===== src/hw/rtl/sbrp_pkg.sv =====
`timescale 1ns / 1ps

package sbrp_pkg;

   localparam logic [3:0] ST_OK        = 4'd0;
   localparam logic [3:0] ST_SHORT     = 4'd1;
   localparam logic [3:0] ST_TYPE      = 4'd2;
   localparam logic [3:0] ST_LENGTH    = 4'd3;
   localparam logic [3:0] ST_COOKIE    = 4'd4;
   localparam logic [3:0] ST_ID        = 4'd5;
   localparam logic [3:0] ST_OVERRUN   = 4'd6;
   localparam logic [3:0] ST_TOO_SHORT = 4'd7;
   localparam logic [3:0] ST_NOT_V4    = 4'd8;
   localparam logic [3:0] ST_NOT_FOUND = 4'd9;
   localparam logic [3:0] WALK_SEARCHING = 4'd15;

   localparam logic [15:0] SUCCESS_TYPE    = 16'h0101;
   localparam logic [15:0] XOR_MAPPED_KIND = 16'h0020;
   localparam logic [31:0] MAGIC_COOKIE    = 32'h2112_a442;
   localparam logic [7:0]  FAMILY_V4       = 8'h01;
   localparam logic [16:0] HEADER_SIZE     = 17'd20;

   localparam int FAULT_TYPE   = 0;
   localparam int FAULT_COOKIE = 1;
   localparam int FAULT_ID     = 2;

   localparam logic CSR_ID_HIGH = 1'b0;
   localparam logic CSR_ID_LOW  = 1'b1;

   typedef struct packed {
      logic [7:0] data_byte;
      logic       last_byte;
   } beat_type;

   typedef struct packed {
      logic [3:0]  status;
      logic [31:0] public_address;
      logic [15:0] public_port;
   } result_type;

endpackage


===== src/hw/rtl/sbrp_engine.sv =====
`timescale 1ns / 1ps

module sbrp_engine (
   input  logic                   clock,
   input  logic                   reset,
   input  logic                   fire,
   input  sbrp_pkg::beat_type     beat,
   input  logic [31:0]            id_high,
   input  logic [63:0]            id_low,
   output sbrp_pkg::result_type   result
);

   logic [16:0] byte_count_ff, byte_count_in;
   logic [15:0] declared_length_ff, declared_length_in;
   logic [2:0]  header_faults_ff, header_faults_in;
   logic [31:0] byte_shift_ff, byte_shift_in;
   logic [16:0] attribute_start_ff, attribute_start_in;
   logic [3:0]  walk_outcome_ff, walk_outcome_in;
   logic [15:0] mapped_port_ff, mapped_port_in;
   logic [31:0] mapped_address_ff, mapped_address_in;

   logic [16:0] count;
   logic [31:0] shift_upd;
   logic [15:0] length_upd;
   logic [2:0]  faults_upd;
   logic [16:0] start_upd;
   logic [3:0]  walk_upd;
   logic [15:0] port_upd;
   logic [31:0] address_upd;
   logic [95:0] id_shifted;
   logic [3:0]  id_idx;
   logic [17:0] window_end;
   logic        in_window;
   logic [16:0] rel;
   logic [16:0] padded;
   logic [17:0] next_start;
   logic        length_ok;
   logic [3:0]  status;

   always_comb begin
      count = byte_count_ff;
      shift_upd = {byte_shift_ff[23:0], beat.data_byte};
      length_upd = declared_length_ff;
      faults_upd = header_faults_ff;
      start_upd = attribute_start_ff;
      walk_upd = walk_outcome_ff;
      port_upd = mapped_port_ff;
      address_upd = mapped_address_ff;

      // header checks
      id_idx = 4'(count - 17'd8);
      id_shifted = {id_high, id_low} << {id_idx, 3'b000};
      if (count == 17'd1) begin
         if (shift_upd[15:0] != sbrp_pkg::SUCCESS_TYPE) begin
            faults_upd[sbrp_pkg::FAULT_TYPE] = 1'b1;
         end
      end else if (count == 17'd3) begin
         length_upd = shift_upd[15:0];
      end else if (count == 17'd7) begin
         if (shift_upd != sbrp_pkg::MAGIC_COOKIE) begin
            faults_upd[sbrp_pkg::FAULT_COOKIE] = 1'b1;
         end
      end else if (count >= 17'd8 && count < sbrp_pkg::HEADER_SIZE) begin
         if (beat.data_byte != id_shifted[95:88]) begin
            faults_upd[sbrp_pkg::FAULT_ID] = 1'b1;
         end
      end

      // attribute walk
      window_end = {1'b0, sbrp_pkg::HEADER_SIZE} + {2'b00, declared_length_ff};
      in_window = (count >= sbrp_pkg::HEADER_SIZE) && ({1'b0, count} < window_end);
      rel = count - attribute_start_ff;
      padded = ({1'b0, shift_upd[15:0]} + 17'd3) & ~17'd3;
      next_start = {1'b0, attribute_start_ff} + 18'd4 + {1'b0, padded};
      if (in_window && walk_outcome_ff == sbrp_pkg::WALK_SEARCHING
            && count >= attribute_start_ff) begin
         case (rel)
            17'd3: begin
               if (next_start > window_end) begin
                  walk_upd = sbrp_pkg::ST_OVERRUN;
               end else if (shift_upd[31:16] != sbrp_pkg::XOR_MAPPED_KIND) begin
                  start_upd = next_start[16:0];
               end else if (shift_upd[15:0] < 16'd8) begin
                  walk_upd = sbrp_pkg::ST_TOO_SHORT;
               end
            end
            17'd5: begin
               if (beat.data_byte != sbrp_pkg::FAMILY_V4) begin
                  walk_upd = sbrp_pkg::ST_NOT_V4;
               end
            end
            17'd7: begin
               port_upd = shift_upd[15:0] ^ sbrp_pkg::MAGIC_COOKIE[31:16];
            end
            17'd11: begin
               address_upd = shift_upd ^ sbrp_pkg::MAGIC_COOKIE;
               walk_upd = sbrp_pkg::ST_OK;
            end
            default: begin
            end
         endcase
      end

      // verdict for a final byte
      length_ok = ({1'b0, count} + 18'd1)
         == ({1'b0, sbrp_pkg::HEADER_SIZE} + {2'b00, length_upd});
      if (count < 17'd19) begin
         status = sbrp_pkg::ST_SHORT;
      end else if (faults_upd[sbrp_pkg::FAULT_TYPE]) begin
         status = sbrp_pkg::ST_TYPE;
      end else if (!length_ok) begin
         status = sbrp_pkg::ST_LENGTH;
      end else if (faults_upd[sbrp_pkg::FAULT_COOKIE]) begin
         status = sbrp_pkg::ST_COOKIE;
      end else if (faults_upd[sbrp_pkg::FAULT_ID]) begin
         status = sbrp_pkg::ST_ID;
      end else if (walk_upd == sbrp_pkg::WALK_SEARCHING) begin
         status = sbrp_pkg::ST_NOT_FOUND;
      end else begin
         status = walk_upd;
      end
      result.status = status;
      result.public_address = (status == sbrp_pkg::ST_OK) ? address_upd : 32'd0;
      result.public_port = (status == sbrp_pkg::ST_OK) ? port_upd : 16'd0;

      // next state
      byte_count_in = byte_count_ff;
      declared_length_in = declared_length_ff;
      header_faults_in = header_faults_ff;
      byte_shift_in = byte_shift_ff;
      attribute_start_in = attribute_start_ff;
      walk_outcome_in = walk_outcome_ff;
      mapped_port_in = mapped_port_ff;
      mapped_address_in = mapped_address_ff;
      if (fire) begin
         if (beat.last_byte) begin
            byte_count_in = 17'd0;
            declared_length_in = 16'd0;
            header_faults_in = 3'd0;
            byte_shift_in = 32'd0;
            attribute_start_in = sbrp_pkg::HEADER_SIZE;
            walk_outcome_in = sbrp_pkg::WALK_SEARCHING;
            mapped_port_in = 16'd0;
            mapped_address_in = 32'd0;
         end else begin
            byte_count_in = (count == '1) ? count : count + 17'd1;
            declared_length_in = length_upd;
            header_faults_in = faults_upd;
            byte_shift_in = shift_upd;
            attribute_start_in = start_upd;
            walk_outcome_in = walk_upd;
            mapped_port_in = port_upd;
            mapped_address_in = address_upd;
         end
      end
   end

   always_ff @(posedge clock) begin
      if (reset) begin
         byte_count_ff <= 17'd0;
         declared_length_ff <= 16'd0;
         header_faults_ff <= 3'd0;
         byte_shift_ff <= 32'd0;
         attribute_start_ff <= sbrp_pkg::HEADER_SIZE;
         walk_outcome_ff <= sbrp_pkg::WALK_SEARCHING;
         mapped_port_ff <= 16'd0;
         mapped_address_ff <= 32'd0;
      end else begin
         byte_count_ff <= byte_count_in;
         declared_length_ff <= declared_length_in;
         header_faults_ff <= header_faults_in;
         byte_shift_ff <= byte_shift_in;
         attribute_start_ff <= attribute_start_in;
         walk_outcome_ff <= walk_outcome_in;
         mapped_port_ff <= mapped_port_in;
         mapped_address_ff <= mapped_address_in;
      end
   end

endmodule


===== src/hw/rtl/stun_binding_response_parser.sv =====
`timescale 1ns / 1ps
// a final byte is registered in the input register, then its result in the result register
// throughput: one packet byte per cycle while req_stall is low, set by the per-byte state update
// a final byte waits in the input register only while a previous result is stalled
// reset: synchronous, clears the packet state, both valid flags and
// both transaction id registers

module stun_binding_response_parser (
   input  logic        clock,
   input  logic        reset,
   input  logic        req_valid,
   output logic        req_stall,
   input  logic [7:0]  req_data_byte,
   input  logic        req_last_byte,
   output logic        rsp_valid,
   input  logic        rsp_stall,
   output logic [3:0]  rsp_status,
   output logic [31:0] rsp_public_address,
   output logic [15:0] rsp_public_port,
   input  logic        csr_psel,
   input  logic        csr_penable,
   input  logic        csr_pwrite,
   input  logic [3:0]  csr_paddr,
   input  logic [63:0] csr_pwdata,
   output logic [63:0] csr_prdata,
   output logic        csr_pready
);

   logic [31:0] id_high_ff, id_high_in;
   logic [63:0] id_low_ff, id_low_in;
   logic        in_valid_ff, in_valid_in;
   sbrp_pkg::beat_type beat_ff, beat_in;
   logic        rsp_valid_ff, rsp_valid_in;
   sbrp_pkg::result_type result_ff, result_in;
   sbrp_pkg::result_type result;
   logic        csr_write;
   logic        hold;
   logic        fire;
   logic        req_accept;

   // register file
   assign csr_pready = 1'b1;
   assign csr_write = csr_psel && csr_penable && csr_pwrite;

   always_comb begin
      id_high_in = id_high_ff;
      id_low_in = id_low_ff;
      if (csr_write) begin
         unique case (csr_paddr[3])
            sbrp_pkg::CSR_ID_HIGH: id_high_in = csr_pwdata[31:0];
            sbrp_pkg::CSR_ID_LOW:  id_low_in = csr_pwdata;
            default: begin
            end
         endcase
      end
      if (csr_paddr[2:0] != 3'd0) begin
         csr_prdata = 64'd0;
      end else if (csr_paddr[3] == sbrp_pkg::CSR_ID_HIGH) begin
         csr_prdata = {32'd0, id_high_ff};
      end else begin
         csr_prdata = id_low_ff;
      end
   end

   // input register and result register
   assign hold = in_valid_ff && beat_ff.last_byte && rsp_valid_ff && rsp_stall;
   assign fire = in_valid_ff && !hold;
   assign req_stall = in_valid_ff && hold;
   assign req_accept = req_valid && !req_stall;

   always_comb begin
      in_valid_in = req_stall ? in_valid_ff : req_valid;
      beat_in = beat_ff;
      if (req_accept) begin
         beat_in.data_byte = req_data_byte;
         beat_in.last_byte = req_last_byte;
      end
      result_in = result_ff;
      if (fire && beat_ff.last_byte) begin
         rsp_valid_in = 1'b1;
         result_in = result;
      end else begin
         rsp_valid_in = rsp_valid_ff && rsp_stall;
      end
   end

   sbrp_engine u_engine (
      .clock   (clock),
      .reset   (reset),
      .fire    (fire),
      .beat    (beat_ff),
      .id_high (id_high_ff),
      .id_low  (id_low_ff),
      .result  (result)
   );

   always_ff @(posedge clock) begin
      if (reset) begin
         id_high_ff <= 32'd0;
         id_low_ff <= 64'd0;
         in_valid_ff <= 1'b0;
         rsp_valid_ff <= 1'b0;
      end else begin
         id_high_ff <= id_high_in;
         id_low_ff <= id_low_in;
         in_valid_ff <= in_valid_in;
         rsp_valid_ff <= rsp_valid_in;
      end
   end

   always_ff @(posedge clock) begin
      beat_ff <= beat_in;
      result_ff <= result_in;
   end

   assign rsp_valid = rsp_valid_ff;
   assign rsp_status = result_ff.status;
   assign rsp_public_address = result_ff.public_address;
   assign rsp_public_port = result_ff.public_port;

   // a processed final byte always lands in the result register
   a_last_gives_result : assert property (@(posedge clock) disable iff (reset)
      (fire && beat_ff.last_byte) |=> rsp_valid_ff)
      else $error("final byte processed without a result");

   // only a pending final byte behind a stalled result holds the input side
   a_stall_reason : assert property (@(posedge clock) disable iff (reset)
      req_stall |-> (in_valid_ff && beat_ff.last_byte && rsp_valid_ff))
      else $error("input stalled without a waiting result");

   // address and port are only reported for a successful parse
   a_fields_zero : assert property (@(posedge clock) disable iff (reset)
      (rsp_valid_ff && result_ff.status != sbrp_pkg::ST_OK)
         |-> (result_ff.public_address == 32'd0 && result_ff.public_port == 16'd0))
      else $error("address reported for a failed parse");

endmodule


===== config.mk =====
export PLATFORM = sky130hd
export DESIGN_NAME = stun_binding_response_parser
export DESIGN_NICKNAME = d
export VERILOG_FILES = /design/src/hw/rtl/sbrp_pkg.sv /design/src/hw/rtl/sbrp_engine.sv /design/src/hw/rtl/stun_binding_response_parser.sv
export SDC_FILE = /design/constraint.sdc
export NUM_CORES = 1
export LEC_CHECK = 0
export ABC_AREA = 1
export BUFFER_PORTS_ARGS = -buffer_cell sky130_fd_sc_hd__clkbuf_2
export CORE_MARGIN = 2
export CORE_UTILIZATION = 60
export DETAILED_ROUTE_END_ITERATION = 8
export GPL_ROUTABILITY_DRIVEN = 0
export GPL_TIMING_DRIVEN = 0
export PLACE_DENSITY = 0.81
export SYNTH_ARGS = -nofsm -noshare
export SYNTH_HDL_FRONTEND = slang
export SYNTH_SLANG_ARGS = --single-unit

===== constraint.sdc =====
create_clock -name clock -period 6.1 [get_ports clock]
set_input_delay 0.305 -clock clock [delete_from_list [all_inputs] [get_ports clock]]
set_output_delay 0.305 -clock clock [all_outputs]
set_load 0.03 [all_outputs]

# Word level (Yosys, flattened, before mapping)
# Index checks and enable logic that the tools add are counted.
# Widths: inputs -> output; s select.
[word_totals]
regBits = 288
elab_cells = 124
[op_classes]
add_sub_neg = 9
magnitude_cmp = 8
eq_ne = 18
shifts = 1
mux = 43
bitwise_logic = 3
reduce_logical = 25
[op_table]
columns = ["op", "n"]
rows = [
  ["$mux 64", 2],
  ["$mux 17", 7],
  ["$mux 16", 6],
  ["$mux 32", 3],
  ["$shl 96x7->96", 1],
  ["$eq 17x3->1 const B", 3],
  ["$mux 4", 12],
  ["$add 5x16->17 const A", 2],
  ["$eq 17x2->1 const B", 2],
  ["$lt 17x5->1 const B", 2],
  ["$ne 32x30->1 const B", 1],
  ["$mux 24", 1],
  ["$add 17x1->18 const B", 1],
  ["$add 17x3->18 const B", 1],
  ["$add 18x17->18", 1],
  ["$eq 18x18->1", 1],
  ["$gt 18x18->1", 1],
  ["$add 16x2->17 const B", 1],
  ["$add 17x1->17 const B", 1],
  ["$eq 17x1->1 const B", 1],
  ["$eq 17x17->1 const B", 1],
  ["$eq 17x4->1 const B", 1],
  ["$ge 17x17->1", 1],
  ["$ge 17x4->1 const B", 1],
  ["25 further kinds", 53],
]

# Longest topological paths before layout
[depth]
ltp_word = 14
depth_mapped = 53
mapped_depth_nobuf = 51

# By module
# From an unflattened synthesis, not the netlist that was laid out.
[unflattened]
hier_cells = 2819
hier_area_um2 = 18305.1
[by_module_without_submodules]
columns = ["mod", "instances", "cells_per_inst", "area_per_inst_um2", "seq_area_each_um2"]
rows = [
  ["sbrp_engine", 1, 1972, 11668.7, 2542.4],
  ["stun_binding_response_parser", 1, 847, 6636.4, 3793.6],
]

# Worst setup path after synthesis
# OpenSTA, ideal clock, no wires.
[synth_timing]
path_kind = "reg2reg"
startpoint = "register beat_ff[3] (netlist bit)"
endpoint = "register result_ff (netlist bit rsp_public_address[11]), data pin"
setup_time_ns = 0.135
arrival_ns = 5.172
t_required_ns = 5.965
slack_ns = 0.793
path_stages_with_launch = 48
path_buffers = 2
period_less_slack_ns = 5.307
cell_sequence = "edfxtp_1 > inv_1 > nor2_1 > inv_1 > nor2_1 > nand2_1 > nor2_1 > inv_1 > nor2_1 > inv_1 > nor2_1 > inv_1 > nor2_1 > inv_1 > nor2_1 > inv_1 > nor2_1 > inv_1 > [12 not listed] > nand3_1 > nor4_1 > nand4_1 > nand2_1 > inv_1 > nor2_1 > nor2_1 > nand2_1 > nand2_1 > nor2_1 > nand2_1 > nand2_1 > nand2_1 > nor2_1 > nand3_2 > buf_6 > buf_6 > nor2_2"
[synth_via]
elab_chain_cells = 14
word_cells_on_any_way = 35
[synth_lines]
columns = ["item", "line_no", "rtl"]
rows = [
  ["start, declared", "stun_binding_response_parser.sv:32", "sbrp_pkg::beat_type beat_ff, beat_in;"],
  ["start signal, assigned", "stun_binding_response_parser.sv:112", "beat_ff <= beat_in;"],
  ["$add 16x2->17 / $lt 16x4->1 (equally long branches)", "sbrp_engine.sv:73, sbrp_engine.sv:83", ""],
  ["$add 18x17->18 / $mux 4 (equally long branches)", "sbrp_engine.sv:74, sbrp_engine.sv:83", ""],
  ["$gt 18x18->1 / $mux 4 (equally long branches)", "sbrp_engine.sv:79, sbrp_engine.sv:81", ""],
  ["$mux 4", "sbrp_engine.sv:79", "if (next_start > window_end) begin"],
  ["$pmux 4 s3", "sbrp_engine.sv:77", "case (rel)"],
  ["$mux 4", "sbrp_engine.sv:75", "if (in_window && walk_outcome_ff == sbrp_pkg::WALK_SEARCHING"],
  ["$eq 4x4->1", "sbrp_engine.sv:117", "end else if (walk_upd == sbrp_pkg::WALK_SEARCHING) begin"],
  ["$mux 4", "sbrp_engine.sv:117", ""],
  ["$mux 4", "sbrp_engine.sv:115", "end else if (faults_upd[sbrp_pkg::FAULT_ID]) begin"],
  ["$mux 4", "sbrp_engine.sv:113", "end else if (faults_upd[sbrp_pkg::FAULT_COOKIE]) begin"],
  ["$mux 4", "sbrp_engine.sv:111", "end else if (!length_ok) begin"],
  ["$mux 4 *", "sbrp_engine.sv:109", "end else if (faults_upd[sbrp_pkg::FAULT_TYPE]) begin"],
  ["$mux 4 *", "sbrp_engine.sv:107", "if (count < 17'd19) begin"],
  ["$logic_not 4->1 *", "sbrp_engine.sv:123", "result.public_address = (status == sbrp_pkg::ST_OK) ? address_upd : 32'd0;"],
  ["end signal, assigned", "stun_binding_response_parser.sv:113", "result_ff <= result_in;"],
  ["end, declared", "stun_binding_response_parser.sv:34", "sbrp_pkg::result_type result_ff, result_in;"],
]
# Mark *: on every way between the ends. The rest lies on a longest branch, timed or not.
# A chain may end at the register's enable or synchronous reset.

# Worst setup path in the final report
[layout_timing]
startpoint = "register beat_ff[6] (netlist bit)"
endpoint = "register result_ff (netlist bit rsp_public_address[15]), data pin"
# Same word-level chain as after synthesis.

==> qor.txt <==
DRT iter0 DRCs = 2975
mean post-synth cell area = 6.58 um2
Hold Worst Slack = 0.0117 ns
DR vias = 20200
ANT nets after route = 0
full die area = 30700 um2
Layout area overhead = 21.2%
Ports = 203
Most Frequent Cell on Critical Path = inv_2
clock tree root driver cell = clkbuf_16
cell with the most instances after synthesis = nand2_1
TritonCTS clock tree = built
HP Class = input port to register
CTS Sinks = 286
Pwr Total = 4.59 mW
fillcell total = 2161
Mapped Cells = 2669
VDD IR-drop max = 277 uV
Worst slew margin = 27.9%
clk_skew = 0.0170 ns
Worst-Skew Late Latency = 0.58 ns
number of cell rows = 62
top cells by count, synth = 713 x nand2_1, 360 x nor2_1, 302 x inv_1, 228 x a21oi_1, 225 x dfxtp_1
max-cap violations = 0
Worst-Margin Slew = 1.07 ns
area leader, netlist = dfxtp_1
TritonCTS Buffers = 30
Setup violations, final = 61
Slew Limit Fails = 0
async set or reset register ratio after synthesis = 0%
WL per Instance = 18.9 um
fin crit period = 6.47 ns
Starting Density = 61.0%
Lkg Pwr = 9.72 nW
Ys Warns = 0
power density cells = 215 nW/um2
critical path's slowest cell = edfxtp_1
Die X = 175 um
Max Fclk = 155 MHz
clk buf depth = 3
CP arrival = 6.89 ns
Synth top area share = 25.6%
initial antenna violation count = 1
Post-synth EDFFs = 61
top_reg_cell synth = dfxtp_1
CTS clk-pin slew, worst paths = 0.07 ns
crit path kind = register to register
DR vias/cell = 5.98
unrepaired setup endpoints after global routing = true
H-tree depth = 1
Required @ worst endpoint = 6.52 ns
hpwl dp = 44.4 mm
endpoints failing hold = 0
failing checks = DRC, setup timing
GRT Residual Overflow = 0
Critical Path Sink Type = register
share of layout cells above drive strength 1 = 13.6%
Die Y-Extent = 175 um
post-synthesis sequential area ratio = 36.1%
Synthesized Nets = 2837
Synth area leaders = dfxtp_1 26%, nand2_1 15%, edfxtp_1 10%
run status = complete, but fails checks
Routed WL = 64.0 mm
largest fanout on the critical path = 6
Pre-antenna DRT Iters = 9
Mapped Area = 17600 um2
buffers added on ports = 201
vias in the first global route = 19000
Final #Nets = 3146
core box area = 28800 um2
Final WS setup = -0.367 ns
post-synth cell types = 51
drc violations = 4
final worst path period share = 106%
largest net degree at the start of global routing = 34
GRT Total Usage = 39.3%
#FFs+latches synth = 286
critical path's largest stage delay = 0.62 ns
Setup crit start kind = register
global-route wire length before repair = 96.8 mm
[metal layers]
layer	up-vias	wire length, um	track usage [%]
met4	2	4610	23.6
met5	-	11	0
met2	1527	28500	63.5
met1	9121	23100	48.7
met3	385	7870	7.77
li1	9207	-	-
[cell usage in the layout (no fill, tap or decap), types with 7 or more instances in the layout]
cell type      instances
nor3_1                34
xnor2_1               10
edfxtp_1              61
ha_1                  78
inv_2                 17
bufinv_16              7
nand3_1              105
nor4_1                 9
nor2_4                20
o21ai_0              210
clkbuf_1             100
a21oi_1              225
clkbuf_2             201
o22ai_1               16
nor2_1               338
buf_4                 30
nand2_1              706
clkbuf_16             31
nor2_2                29
dfxtp_1              225
nand4_1               45
dlygate4sd3_1         48
buf_1                 12
o21ai_1                8
nand2_2               14
inv_1                293
xor2_1                35
[flip-flops by register name (all words and copies together) (netlist names)]
signal and cells:
u_engine.attribute_start_ff 15, u_engine.walk_outcome_ff 4, u_engine.mapped_address_ff 32, rsp_valid 1
rsp_public_port 16, u_engine.byte_count_ff 17, id_low_ff 64, u_engine.header_faults_ff 3
in_valid_ff 1, u_engine.declared_length_ff 16, id_high_ff 32, rsp_status 4
rsp_public_address 32, u_engine.byte_shift_ff 24, beat_ff 9, u_engine.mapped_port_ff 16
[repair_timing]
item | CTS | global route
setup endpoints to repair | 67 | 66
setup buffers | 13 | 13
pin swaps | 4 | 25
gates cloned | 1 | 1
endpoints found under the hold margin | 62 | 0
hold buffers | 48 | 0
gates resized for setup | 28 | 73
[per-stage QoR]
stage | setup WS (ns) | TNS (ns) | cells | utilization [%] | instance area (um2)
2_1_floorplan | 0.793 | 0 | 2669 | - | 17600
3_3_place_gp | -0.744 | -36.17 | 3254 | 66.2 | 19100
3_5_place_dp | -0.702 | -40.18 | 3255 | 66.3 | 19100
4_1_cts | -0.0224 | -0.0447 | 3372 | 72.8 | 20900
5_1_grt | -0.605 | -32.02 | 3386 | 74.0 | 21300
6_report | -0.367 | -16.59 | 3387 | 74.0 | 21300
[critical path, delay by kind of cell (launching register included)]
kind            cells  cell delay (ns)
simple gates       25             2.86
buf+inv            11             1.24
fa+ha+maj           3             0.86
flops               1             0.62
compound gates      2             0.40
xor+xnor            2             0.32
[final timing paths]
check             depth (start not counted)  slack, ns                        endpoint                            from
setup / recovery                         43      -0.37          rsp_public_address[15]                      beat_ff[6]
hold / removal                            3       0.01                  id_high_ff[20]                  csr_pwdata[20]
setup reg to reg                         43      -0.37          rsp_public_address[15]                      beat_ff[6]
hold reg to reg                           2       0.47  u_engine.mapped_address_ff[14]  u_engine.mapped_address_ff[14]
[report_power, final]
group / total [mW] / switching, mW / internal [mW]
clock network: 2.10 / 0.834 / 1.26
logic: 0.478 / 0.320 / 0.158
registers: 2.01 / 0.0424 / 1.97
[cell families after synthesis]
family / Yosys count / share of synthesized area [%]
adder cells (fa/ha/maj): 84 / 6.03
AND/OR/NAND/NOR: 1326 / 31.5
buffers and inverters: 437 / 9.68
flip-flops: 286 / 36.1
AO/OA/AOI/OAI: 484 / 14.2
other: 2 / 0.0427
XOR/XNOR: 50 / 2.54
[cell type report]
| type | count | area [um2] | area share, % |
|---|---|---|---|
| diodes | 1 | 2.50 | 0.0118 |
| plain buffers | 123 | 548 | 2.57 |
| repair buffers | 278 | 1760 | 8.26 |
| multi-input cells | 1946 | 9870 | 46.4 |
| clock inverters | 16 | 280 | 1.32 |
| flip-flops and latches | 286 | 6340 | 29.8 |
| inverters | 313 | 1180 | 5.53 |
| well taps | 384 | 480 | 2.26 |
| clock buffers | 40 | 838 | 3.94 |
No activity file was read; power rests on OpenSTA's default activity.
